[src/design/spin_one_metropolis_update_assert.svh]
// Assertion macros for the spin-1 update block
`ifndef SPIN_ONE_METROPOLIS_UPDATE_ASSERT_SVH
`define SPIN_ONE_METROPOLIS_UPDATE_ASSERT_SVH

`define SOM_ASSERT_IMP(lbl, clk, rstn, a, c) \
    lbl: assert property (@(posedge clk) disable iff (!rstn) (a) |-> (c)) \
        else $error("assertion failed");

`define SOM_ASSERT_NEXT(lbl, clk, rstn, a, c) \
    lbl: assert property (@(posedge clk) disable iff (!rstn) (a) |=> (c)) \
        else $error("assertion failed");

`endif

[src/design/som_pkg.sv]
package som_pkg;
    localparam logic [1:0] FUNC_WRITE = 2'd0;
    localparam logic [1:0] FUNC_LOAD  = 2'd1;
    localparam logic [1:0] FUNC_UPDATE = 2'd2;
    localparam logic [1:0] FUNC_UNUSED = 2'd3;

    localparam logic [1:0] CFG_BETA = 2'd0;
    localparam logic [1:0] CFG_K    = 2'd1;
    localparam logic [1:0] CFG_DELTA = 2'd2;

    localparam int TOTAL_W = 18;
    localparam logic signed [TOTAL_W-1:0] TOTAL_MAX = 18'sh1FFFF;
    localparam logic signed [TOTAL_W-1:0] TOTAL_MIN = 18'sh20000;

    typedef struct packed {
        logic       start;
        logic [6:0] exp;
    } pow_req_t;

    typedef struct packed {
        logic        done;
        logic [16:0] result;
    } pow_rsp_t;
endpackage

[src/design/spin_one_metropolis_update.sv]
// Metropolis update of one spin-1 site (Blume-Emery-Griffiths model).
// Command channel: an item is taken at a clock edge with start high and
// busy low. func selects a spin write, an energy total load, an update or a no-op.
// An update reads the six neighbors and then the site from the site memory,
// one read a cycle, computes dE, and for dE > 0 raises beta to dE by
// square-and-multiply on one shared 17x17 multiplier. Accepted moves write
// the spin back and add dE to the saturating energy total.
// Result: done pulses for one cycle with new_spin, accepted, energy_delta
// and energy_total; the receiver cannot stall it.
// busy drops in the done cycle, so a new item is taken only after the last is done.
// Configuration: cfg_we, cfg_index, cfg_data, written while idle; the block does not enforce this.
// Reset clears the control and the energy total and sets the configuration
// to its defaults; the site memory is undefined until written.
module spin_one_metropolis_update
    import som_pkg::*;
#(
    parameter int MAX_SITES = 1024
)
(
    input  logic               clk,
    input  logic               rst_n,
    input  logic               start,
    output logic               busy,
    input  logic [1:0]         func,
    input  logic [9:0]         site,
    input  logic signed [17:0] value,
    input  logic               pick,
    input  logic [5:0]         neighbor_mask,
    input  logic [9:0]         neighbor_0,
    input  logic [9:0]         neighbor_1,
    input  logic [9:0]         neighbor_2,
    input  logic [9:0]         neighbor_3,
    input  logic [9:0]         neighbor_4,
    input  logic [9:0]         neighbor_5,
    input  logic [15:0]        accept_random,
    input  logic               cfg_we,
    input  logic [1:0]         cfg_index,
    input  logic [15:0]        cfg_data,
    output logic               done,
    output logic signed [1:0]  new_spin,
    output logic               accepted,
    output logic signed [7:0]  energy_delta,
    output logic signed [17:0] energy_total
);
    `include "spin_one_metropolis_update_assert.svh"

    localparam int AW = $clog2(MAX_SITES);

    typedef enum logic [6:0] {
        S_IDLE = 7'b0000001,
        S_READ = 7'b0000010,
        S_CALC = 7'b0000100,
        S_POW  = 7'b0001000,
        S_WAIT = 7'b0010000,
        S_DEC  = 7'b0100000,
        S_OUT  = 7'b1000000
    } state_t;

    state_t state_reg, state_next;

    logic [1:0] mem [MAX_SITES];
    logic [AW-1:0] raddr;
    logic [1:0]    rdata_reg;
    logic          we;
    logic [AW-1:0] waddr;
    logic [1:0]    wdata;

    logic [15:0]       beta_reg;
    logic signed [4:0] k_reg, delta_reg;
    logic signed [17:0] total_reg, total_next;

    logic [1:0]  func_reg;
    logic [AW-1:0] site_reg;
    logic signed [17:0] value_reg;
    logic        pick_reg;
    logic [5:0]  mask_reg;
    logic [AW-1:0] nb_reg [6];
    logic [15:0] rnd_reg;

    logic [2:0]  cnt_reg, cnt_next;
    logic signed [1:0] old_reg, old_next;
    logic signed [1:0] nbv_reg [6];
    logic signed [1:0] news_reg, news_next;
    logic signed [7:0] de_reg, de_next;
    logic        acc_reg, acc_next;
    logic        done_reg, done_next;
    logic signed [1:0] out_spin_reg, out_spin_next;

    pow_req_t preq;
    pow_rsp_t prsp;

    som_beta_pow u_pow (
        .clk(clk), .rst_n(rst_n), .beta(beta_reg), .req(preq), .rsp(prsp)
    );

    always_ff @(posedge clk or negedge rst_n)
    begin
        if (!rst_n)
        begin
            beta_reg <= 16'd32768;
            k_reg <= '0;
            delta_reg <= '0;
        end
        else if (cfg_we)
        begin
            unique case (cfg_index)
                CFG_BETA:  beta_reg <= cfg_data;
                CFG_K:     k_reg <= cfg_data[4:0];
                CFG_DELTA: delta_reg <= cfg_data[4:0];
                default:   ;
            endcase
        end
    end

    // read addresses: neighbors first, then the site itself
    always_comb
    begin
        if (cnt_reg < 3'd6)
            raddr = nb_reg[cnt_reg];
        else
            raddr = site_reg;
    end

    always_ff @(posedge clk)
    begin
        if (we)
            mem[waddr] <= wdata;
        rdata_reg <= mem[raddr];
    end

    // energy change: pair and biquadratic terms over the masked neighbors, plus the delta term
    logic signed [9:0] de_calc;
    logic signed [9:0] sum_lin, sum_sq_new, sum_sq_old;
    logic signed [2:0] ds;
    logic signed [2:0] dsq;
    always_comb
    begin
        sum_lin = '0;
        sum_sq_new = '0;
        sum_sq_old = '0;
        for (int k = 0; k < 6; k++)
        begin
            if (mask_reg[k])
            begin
                sum_lin = sum_lin + 10'(nbv_reg[k]);
                sum_sq_new = sum_sq_new + ((news_reg != 0 && nbv_reg[k] != 0) ? 10'sd1 : 10'sd0);
                sum_sq_old = sum_sq_old + ((old_reg != 0 && nbv_reg[k] != 0) ? 10'sd1 : 10'sd0);
            end
        end
        ds = 3'(news_reg) - 3'(old_reg);
        dsq = 3'((news_reg != 0) ? 1 : 0) - 3'((old_reg != 0) ? 1 : 0);
        de_calc = 10'(ds) * sum_lin + 10'(k_reg) * (sum_sq_new - sum_sq_old)
                  - 10'(delta_reg) * 10'(dsq);
    end

    logic signed [18:0] tsum;
    assign tsum = 19'(total_reg) + 19'(de_reg);

    always_comb
    begin
        state_next = state_reg;
        cnt_next = cnt_reg;
        old_next = old_reg;
        news_next = news_reg;
        de_next = de_reg;
        acc_next = acc_reg;
        done_next = 1'b0;
        out_spin_next = out_spin_reg;
        total_next = total_reg;
        we = 1'b0;
        waddr = site_reg;
        wdata = news_reg;
        preq.start = 1'b0;
        preq.exp = de_reg[6:0];
        unique case (state_reg)
            S_IDLE:
            begin
                if (start)
                begin
                    cnt_next = '0;
                    if (func == FUNC_UPDATE)
                        state_next = S_READ;
                    else
                        state_next = S_OUT;
                end
            end
            S_READ:
            begin
                cnt_next = cnt_reg + 3'd1;
                if (cnt_reg == 3'd7)
                begin
                    old_next = rdata_reg;
                    unique case (rdata_reg)
                        2'b11:   news_next = pick_reg ? 2'sd1 : 2'sd0;
                        2'b00:   news_next = pick_reg ? 2'sd1 : -2'sd1;
                        default: news_next = pick_reg ? 2'sd0 : -2'sd1;
                    endcase
                    state_next = S_CALC;
                end
            end
            S_CALC:
            begin
                de_next = de_calc[7:0];
                state_next = S_POW;
            end
            S_POW:
            begin
                if (de_reg <= 0)
                begin
                    acc_next = 1'b1;
                    state_next = S_DEC;
                end
                else
                begin
                    preq.start = 1'b1;
                    state_next = S_WAIT;
                end
            end
            S_WAIT:
            begin
                if (prsp.done)
                begin
                    acc_next = {1'b0, rnd_reg} <= prsp.result;
                    state_next = S_DEC;
                end
            end
            S_DEC:
            begin
                if (acc_reg)
                begin
                    we = 1'b1;
                    out_spin_next = news_reg;
                    if (tsum > 19'(TOTAL_MAX))
                        total_next = TOTAL_MAX;
                    else if (tsum < 19'(TOTAL_MIN))
                        total_next = TOTAL_MIN;
                    else
                        total_next = tsum[17:0];
                end
                else
                    out_spin_next = old_reg;
                done_next = 1'b1;
                state_next = S_IDLE;
            end
            S_OUT:
            begin
                de_next = '0;
                if (func_reg == FUNC_WRITE)
                begin
                    we = 1'b1;
                    wdata = (value_reg > 1) ? 2'sd1 : ((value_reg < -1) ? -2'sd1 : value_reg[1:0]);
                    out_spin_next = wdata;
                    acc_next = 1'b1;
                end
                else if (func_reg == FUNC_LOAD)
                begin
                    total_next = value_reg;
                    out_spin_next = '0;
                    acc_next = 1'b1;
                end
                else
                begin
                    out_spin_next = '0;
                    acc_next = 1'b0;
                end
                done_next = 1'b1;
                state_next = S_IDLE;
            end
            default: state_next = S_IDLE;
        endcase
    end

    always_ff @(posedge clk or negedge rst_n)
    begin
        if (!rst_n)
        begin
            state_reg <= S_IDLE;
            done_reg <= 1'b0;
            total_reg <= '0;
            cnt_reg <= '0;
        end
        else
        begin
            state_reg <= state_next;
            done_reg <= done_next;
            total_reg <= total_next;
            cnt_reg <= cnt_next;
        end
    end

    // read data for neighbor k arrives in the cycle after its address
    always_ff @(posedge clk)
    begin
        if (state_reg == S_READ && cnt_reg != 3'd0 && cnt_reg != 3'd7)
            nbv_reg[cnt_reg - 3'd1] <= rdata_reg;
        old_reg <= old_next;
        news_reg <= news_next;
        de_reg <= de_next;
        acc_reg <= acc_next;
        out_spin_reg <= out_spin_next;
        if (start && state_reg == S_IDLE)
        begin
            func_reg <= func;
            site_reg <= AW'(site);
            value_reg <= value;
            pick_reg <= pick;
            mask_reg <= neighbor_mask;
            nb_reg[0] <= AW'(neighbor_0);
            nb_reg[1] <= AW'(neighbor_1);
            nb_reg[2] <= AW'(neighbor_2);
            nb_reg[3] <= AW'(neighbor_3);
            nb_reg[4] <= AW'(neighbor_4);
            nb_reg[5] <= AW'(neighbor_5);
            rnd_reg <= accept_random;
        end
    end

    assign busy = (state_reg != S_IDLE);
    assign done = done_reg;
    assign new_spin = out_spin_reg;
    assign accepted = acc_reg;
    assign energy_delta = de_reg;
    assign energy_total = total_reg;

    `SOM_ASSERT_IMP(a_done_idle, clk, rst_n, done, !busy)
    `SOM_ASSERT_IMP(a_neg_acc, clk, rst_n, done && energy_delta <= 0 && func_reg == FUNC_UPDATE,
        accepted)
    `SOM_ASSERT_NEXT(a_start_busy, clk, rst_n, start && !busy, busy)
endmodule

[src/design/som_beta_pow.sv]
module som_beta_pow
    import som_pkg::*;
(
    input  logic        clk,
    input  logic        rst_n,
    input  logic [15:0] beta,
    input  pow_req_t    req,
    output pow_rsp_t    rsp
);
    typedef enum logic [2:0] {
        P_IDLE = 3'b001,
        P_MULP = 3'b010,
        P_MULB = 3'b100
    } pstate_t;

    pstate_t     state_reg, state_next;
    logic [16:0] p_reg, p_next;
    logic [16:0] b_reg, b_next;
    logic [6:0]  e_reg, e_next;
    logic        done_reg, done_next;
    logic [33:0] prod;

    // one multiplier shared by both steps of an exponent bit
    always_comb
    begin
        if (state_reg == P_MULP)
            prod = 34'(p_reg) * 34'(b_reg);
        else
            prod = 34'(b_reg) * 34'(b_reg);
    end

    always_comb
    begin
        state_next = state_reg;
        p_next = p_reg;
        b_next = b_reg;
        e_next = e_reg;
        done_next = 1'b0;
        unique case (state_reg)
            P_IDLE:
            begin
                if (req.start)
                begin
                    p_next = 17'h10000;
                    b_next = {1'b0, beta};
                    e_next = req.exp;
                    state_next = P_MULP;
                end
            end
            P_MULP:
            begin
                if (e_reg == '0)
                begin
                    done_next = 1'b1;
                    state_next = P_IDLE;
                end
                else
                begin
                    if (e_reg[0])
                        p_next = prod[32:16];
                    state_next = P_MULB;
                end
            end
            P_MULB:
            begin
                b_next = prod[32:16];
                e_next = e_reg >> 1;
                state_next = P_MULP;
            end
            default: state_next = P_IDLE;
        endcase
    end

    always_ff @(posedge clk or negedge rst_n)
    begin
        if (!rst_n)
        begin
            state_reg <= P_IDLE;
            done_reg <= 1'b0;
        end
        else
        begin
            state_reg <= state_next;
            done_reg <= done_next;
        end
    end

    always_ff @(posedge clk)
    begin
        p_reg <= p_next;
        b_reg <= b_next;
        e_reg <= e_next;
    end

    assign rsp.done = done_reg;
    assign rsp.result = p_reg;
endmodule

[config.mk]
export PLATFORM = sky130hd
export DESIGN_NAME = spin_one_metropolis_update
export DESIGN_NICKNAME = d
export VERILOG_FILES = /design/src/design/som_pkg.sv /design/src/design/spin_one_metropolis_update.sv /design/src/design/som_beta_pow.sv
export VERILOG_INCLUDE_DIRS = /design/src /design/src/design
export SDC_FILE = /design/constraint.sdc
export NUM_CORES = 2
export LEC_CHECK = 0
export BUFFER_PORTS_ARGS = -buffer_cell sky130_fd_sc_hd__clkbuf_2
export CAP_MARGIN = 20
export CELL_PAD_IN_SITES_DETAIL_PLACEMENT = 1
export CELL_PAD_IN_SITES_GLOBAL_PLACEMENT = 2
export CORE_MARGIN = 2
export CORE_UTILIZATION = 40
export DETAILED_ROUTE_END_ITERATION = 10
export HOLD_SLACK_MARGIN = 0.08
export PLACE_DENSITY_LB_ADDON = 0.1
export SETUP_SLACK_MARGIN = 0.02
export SYNTH_ARGS = -nofsm -noshare
export SYNTH_HDL_FRONTEND = slang
export SYNTH_SLANG_ARGS = --single-unit
[constraint.sdc]
create_clock -name clk -period 48.3 [get_ports clk]
set_clock_uncertainty 0.15 [all_clocks]
set_input_delay 9.66 -clock clk [delete_from_list [all_inputs] [get_ports clk]]
set_output_delay 9.66 -clock clk [all_outputs]
set_load 0.01 [all_outputs]
==> impl_summary.txt <==
----------------------------------------------------
[Clock tree]
  Clock Path Buffers ... 4
  Register clock-pin slew on the reported worst setup and hold paths ... 0.05 ns
  Clock tree root driver cell ... clkbuf_16
  CTS HTree Levels ... 5
  Hold-fix buffer count after cts ... 0
  CTS tree ... done
  Worst-skew pair later-pin latency ... around 0.90 ns
  Inserted Clock Buffers ... 268
  Number of setup buffers added after CTS ... 0
  Total of cells resized after clock tree synthesis ... 0
  Sinks on the clock net ... 2,290

[Worst setup path]
  Slowest stage cell, crit path ... dfrtp_1
  Capturing instance or port of the critical path ... busy
  Worst setup path startpoint ... state_reg[5]
  Register-to-Register Path Depth ... 41
  Startpoint-to-endpoint class of the critical path ... flop to primary output
  Startpoint Class ... flop
  Critical path cell sequence ... nor3_1 -> nand4b_1 -> clkbuf_2
  CP Capture Type ... primary output
  Crit path largest cell delay ... 0.45 ns
  Buffer and inverter count on the worst path ... 1
  Critical Path Stages ... 3
  CP Max Fanout ... 7
  Internal reg-to-reg setup slack ... 38.00 ns
  Required time of the critical path ... slightly below 40 ns
  Reg-to-reg startpoint ... mask_reg[0]
  Cell family contributing the most delay on the critical path ... simple AND/OR/NAND/NOR gates
  Worst Path Arrival ... 2.13 ns
  Crit Reg-Reg Endpoint ... energy_delta[7]

[Synthesis]
  Proportion of synthesized flip-flops having asynchronous set or reset ... 2.576%
  Post-synthesis register bit count ... 2,290
  Mux contribution to synthesized area ... just under 5%
  Count of flip-flops with a built-in enable after synthesis ... 2,229
  Proportion of synthesized chip area in sequential cells ... 59.34%
  Synth Area per Inst ... roughly 12 sq um
  Synthesized netlist cell count ... 9,758
  Net Count, Synth ... ~11,000
  Dominant combinational cell family by area after synthesis ... simple AND/OR/NAND/NOR gates
  Adder-Cell Fraction of Synth Area ... 11.48%
  Area fraction in and, or, nand and nor cells after synthesis ... between 10% and 20%
  Post-synth cell types ... 85
  Share of the synthesized netlist area taken by xor and xnor gates ... less than 1%
  Main flop type after synthesis ... edfxtp_1
  Total standard cell area after synthesis ... approximately 0.12 sq mm
  Total number of yosys warnings ... 0
  Compound-Gate Fraction of Synth Area ... ~6.2%

[GRT]
  Overall fraction of global-route tracks in use ... between 20% and 30%
  Maximum number of pins on one net before global-route repair ... 227
  Antenna violations before repair ... 15
  Global-route wire length before repair ... 545,900 um
  Via count of the first global-routing pass ... between 80,000 and 90,000
  Grt ovf ... 0

[Finish]
  FILL cells ... 30,084
  Synth-to-Final Area Change ... 11.64%
  Share of final-layout standard cells stronger than drive strength 1 ... 8.914%
  Fin util ... 44.81%
  Max FFs per register ... 2,048
  Final-stage net count ... around 11,000

[Routing]
  Per-cell via count in the routed design ... around 5.5
  First-pass detailed-route iteration total ... 6
  DRC ... 0
  Routed WL per cell ... 26.97 um
  DR vias ... around 76,000
  Final antenna-violating net count ... 0
  Routed wire length ... 371,300 um
  DR iter-0 viols ... 5,686

[Die]
  Chip width ... between 500 and 600 um
  Die Height ... 541.0 um
  Number of I/O pins ... 166
  Core outline area ... 0.2874 sq mm
  Effective utilization at floorplan ... 40.14%
  Die area ... slightly below 0.3 sq mm
  Std-Cell Rows ... 197

[Place]
  DPL Wire Length ... 223,100 um
  PortBufs ... 165
  Pre-CTS setup slack ... ~36 ns
  Final GP Congestion ... between 0.8 and 0.9

[STA]
  Final TNS setup ... 0 ns
  Hold violation total from the final report ... 0
  Max Clock Freq ... 0.08378 GHz
  Share of the clock period used by the worst path after layout ... approximately a quarter
  Actual transition at the worst max-transition pin ... 1.186 ns
  Final slew viol count ... 0
  Endpoints failing setup ... 0
  Worst relative slew slack ... 20.91%
  Setup repair after global routing missed its margin ... false
  Least setup slack across all paths after layout ... 36.36 ns
  Min cycle time layout ... around 12 ns

[Power and ir drop]
  Pwr Total ... 0.007542 W
  Power density relative to cell area ... 58.57 mW/mm^2
  Leak Pwr ... 46.58 nW
  Worst-case vdd ir drop ... 261.7 uV

[Worst hold path]
  Class of the tightest hold or removal check ... flop to flop
  Count of cells along the worst hold path ... 1

[Outcome]
  Result of the run ... complete, no violations

[Job]
  Max-cap violations ... 0

----------------------------------------------------
==> cell type report <==
class	count	area, sq um	area share, %
sequential	2290	68450	53.16
multi-input combinational	6178	42200	32.77
clock buffer	339	7152	5.554
tap	3781	4731	3.674
timing repair buffer	382	2689	2.088
inverter	656	2465	1.914
clock inverter	139	1085	0.8424
antenna	2	5.005	0.003886
==> synthesized netlist by cell type, types with 18 or more instances <==
| cell | number | area share [%] |
|---|---|---|
| o22ai_1 | 225 | 1.2 |
| buf_6 | 23 | 0.22 |
| and2_1 | 106 | 0.57 |
| edfxtp_1 | 2229 | 58 |
| inv_1 | 650 | 2.1 |
| xor2_1 | 36 | 0.27 |
| nor2_1 | 1216 | 4.0 |
| nand2b_1 | 36 | 0.20 |
| fa_1 | 458 | 7.9 |
| xnor2_1 | 75 | 0.57 |
| o21ai_0 | 136 | 0.59 |
| ha_1 | 326 | 3.5 |
| nand3_1 | 75 | 0.33 |
| or4_1 | 23 | 0.15 |
| a21oi_1 | 702 | 3.0 |
| buf_2 | 192 | 0.83 |
| mux2_2 | 58 | 0.57 |
| o21a_1 | 22 | 0.14 |
| nor3_1 | 55 | 0.24 |
| nor2b_1 | 28 | 0.15 |
| nand4_1 | 18 | 0.098 |
| nor4_1 | 226 | 1.2 |
| clkbuf_1 | 359 | 1.2 |
| buf_1 | 43 | 0.14 |
| mux2i_1 | 466 | 4.0 |
| a21o_1 | 40 | 0.26 |
| nand2_1 | 1639 | 5.3 |
| dfrtp_1 | 56 | 1.2 |
==> power by group <==
part / leakage [nW] / switching, W / total (W) / internal (W)
logic: 21.7 / 0.00202 / 0.00327 / 0.00125
clock network: 4.03 / 0.000830 / 0.00194 / 0.00111
registers: 20.9 / 0.0000439 / 0.00233 / 0.00228
==> per-stage QoR <==
step / cell area, sq um / instances / hold slack (ns)
final: 128800 / 13767 / 0.3603
after floorplan: 115400 / 9758 / 0.3108
after CTS: 128800 / 13763 / 0.3621
after global placement: 120400 / 13280 / 0.3457
after detailed placement: 120500 / 13285 / 0.3519
after global routing: 128800 / 13766 / 0.3846
==> metal layers <==
metal  part of all wire, %  up-vias  GRT usage (%)  routed length (um)
met4                   2.6        0          6.640                9811
met5                     0        -              0                   0
li1                      -    34048              -                   -
met3                   4.4      481          2.293               16290
met1                    43    39773          33.48              160200
met2                    50     1760          44.00              185100
==> worst register-to-register path, delay by kind of cell, from the launching register on <==
kind / cells / cell delay, ns
AOI/OAI and AO/OA: 8 / 1.36
xor gates and xnor gates: 5 / 1.21
adders and majority gates: 12 / 5.11
buffers and inverters: 8 / 0.60
DFF: 1 / 0.38
muxes: 2 / 0.54
and+or+nand+nor: 6 / 0.84
==> kinds of logic after synthesis <==
family                   after synthesis
AND/OR/NAND/NOR                     3484
other                                  2
XOR/XNOR                             113
buffers and inverters               1290
AO/OA/AOI/OAI                       1260
adder cells (fa/ha/maj)              784
multiplexers                         535
flip-flops                          2290
==> placed cells by master, fill, tap and decap left out, types with 164 or more instances in the layout <==
cell / synthesis / layout
a21oi_1: 702 / 700
nand2_1: 1639 / 1638
mux2i_1: 466 / 466
fa_1: 458 / 458
inv_1: 650 / 649
buf_4: 15 / 198
edfxtp_1: 2229 / 2229
clkbuf_2: 2 / 164
nor2_1: 1216 / 1212
o22ai_1: 225 / 225
clkbuf_16: 0 / 275
ha_1: 326 / 326
nor4_1: 226 / 223
==> worst min path at each step <==
stage | from | to
floorplan | u_pow.done_reg | state_reg[4]
global placement | beta_reg[11] | beta_reg[11]
finish | u_pow.done_reg | state_reg[4]
detailed placement | beta_reg[6] | beta_reg[6]
CTS | beta_reg[6] | beta_reg[6]
global route | beta_reg[6] | beta_reg[6]
Power figures use the tool's default switching activity.
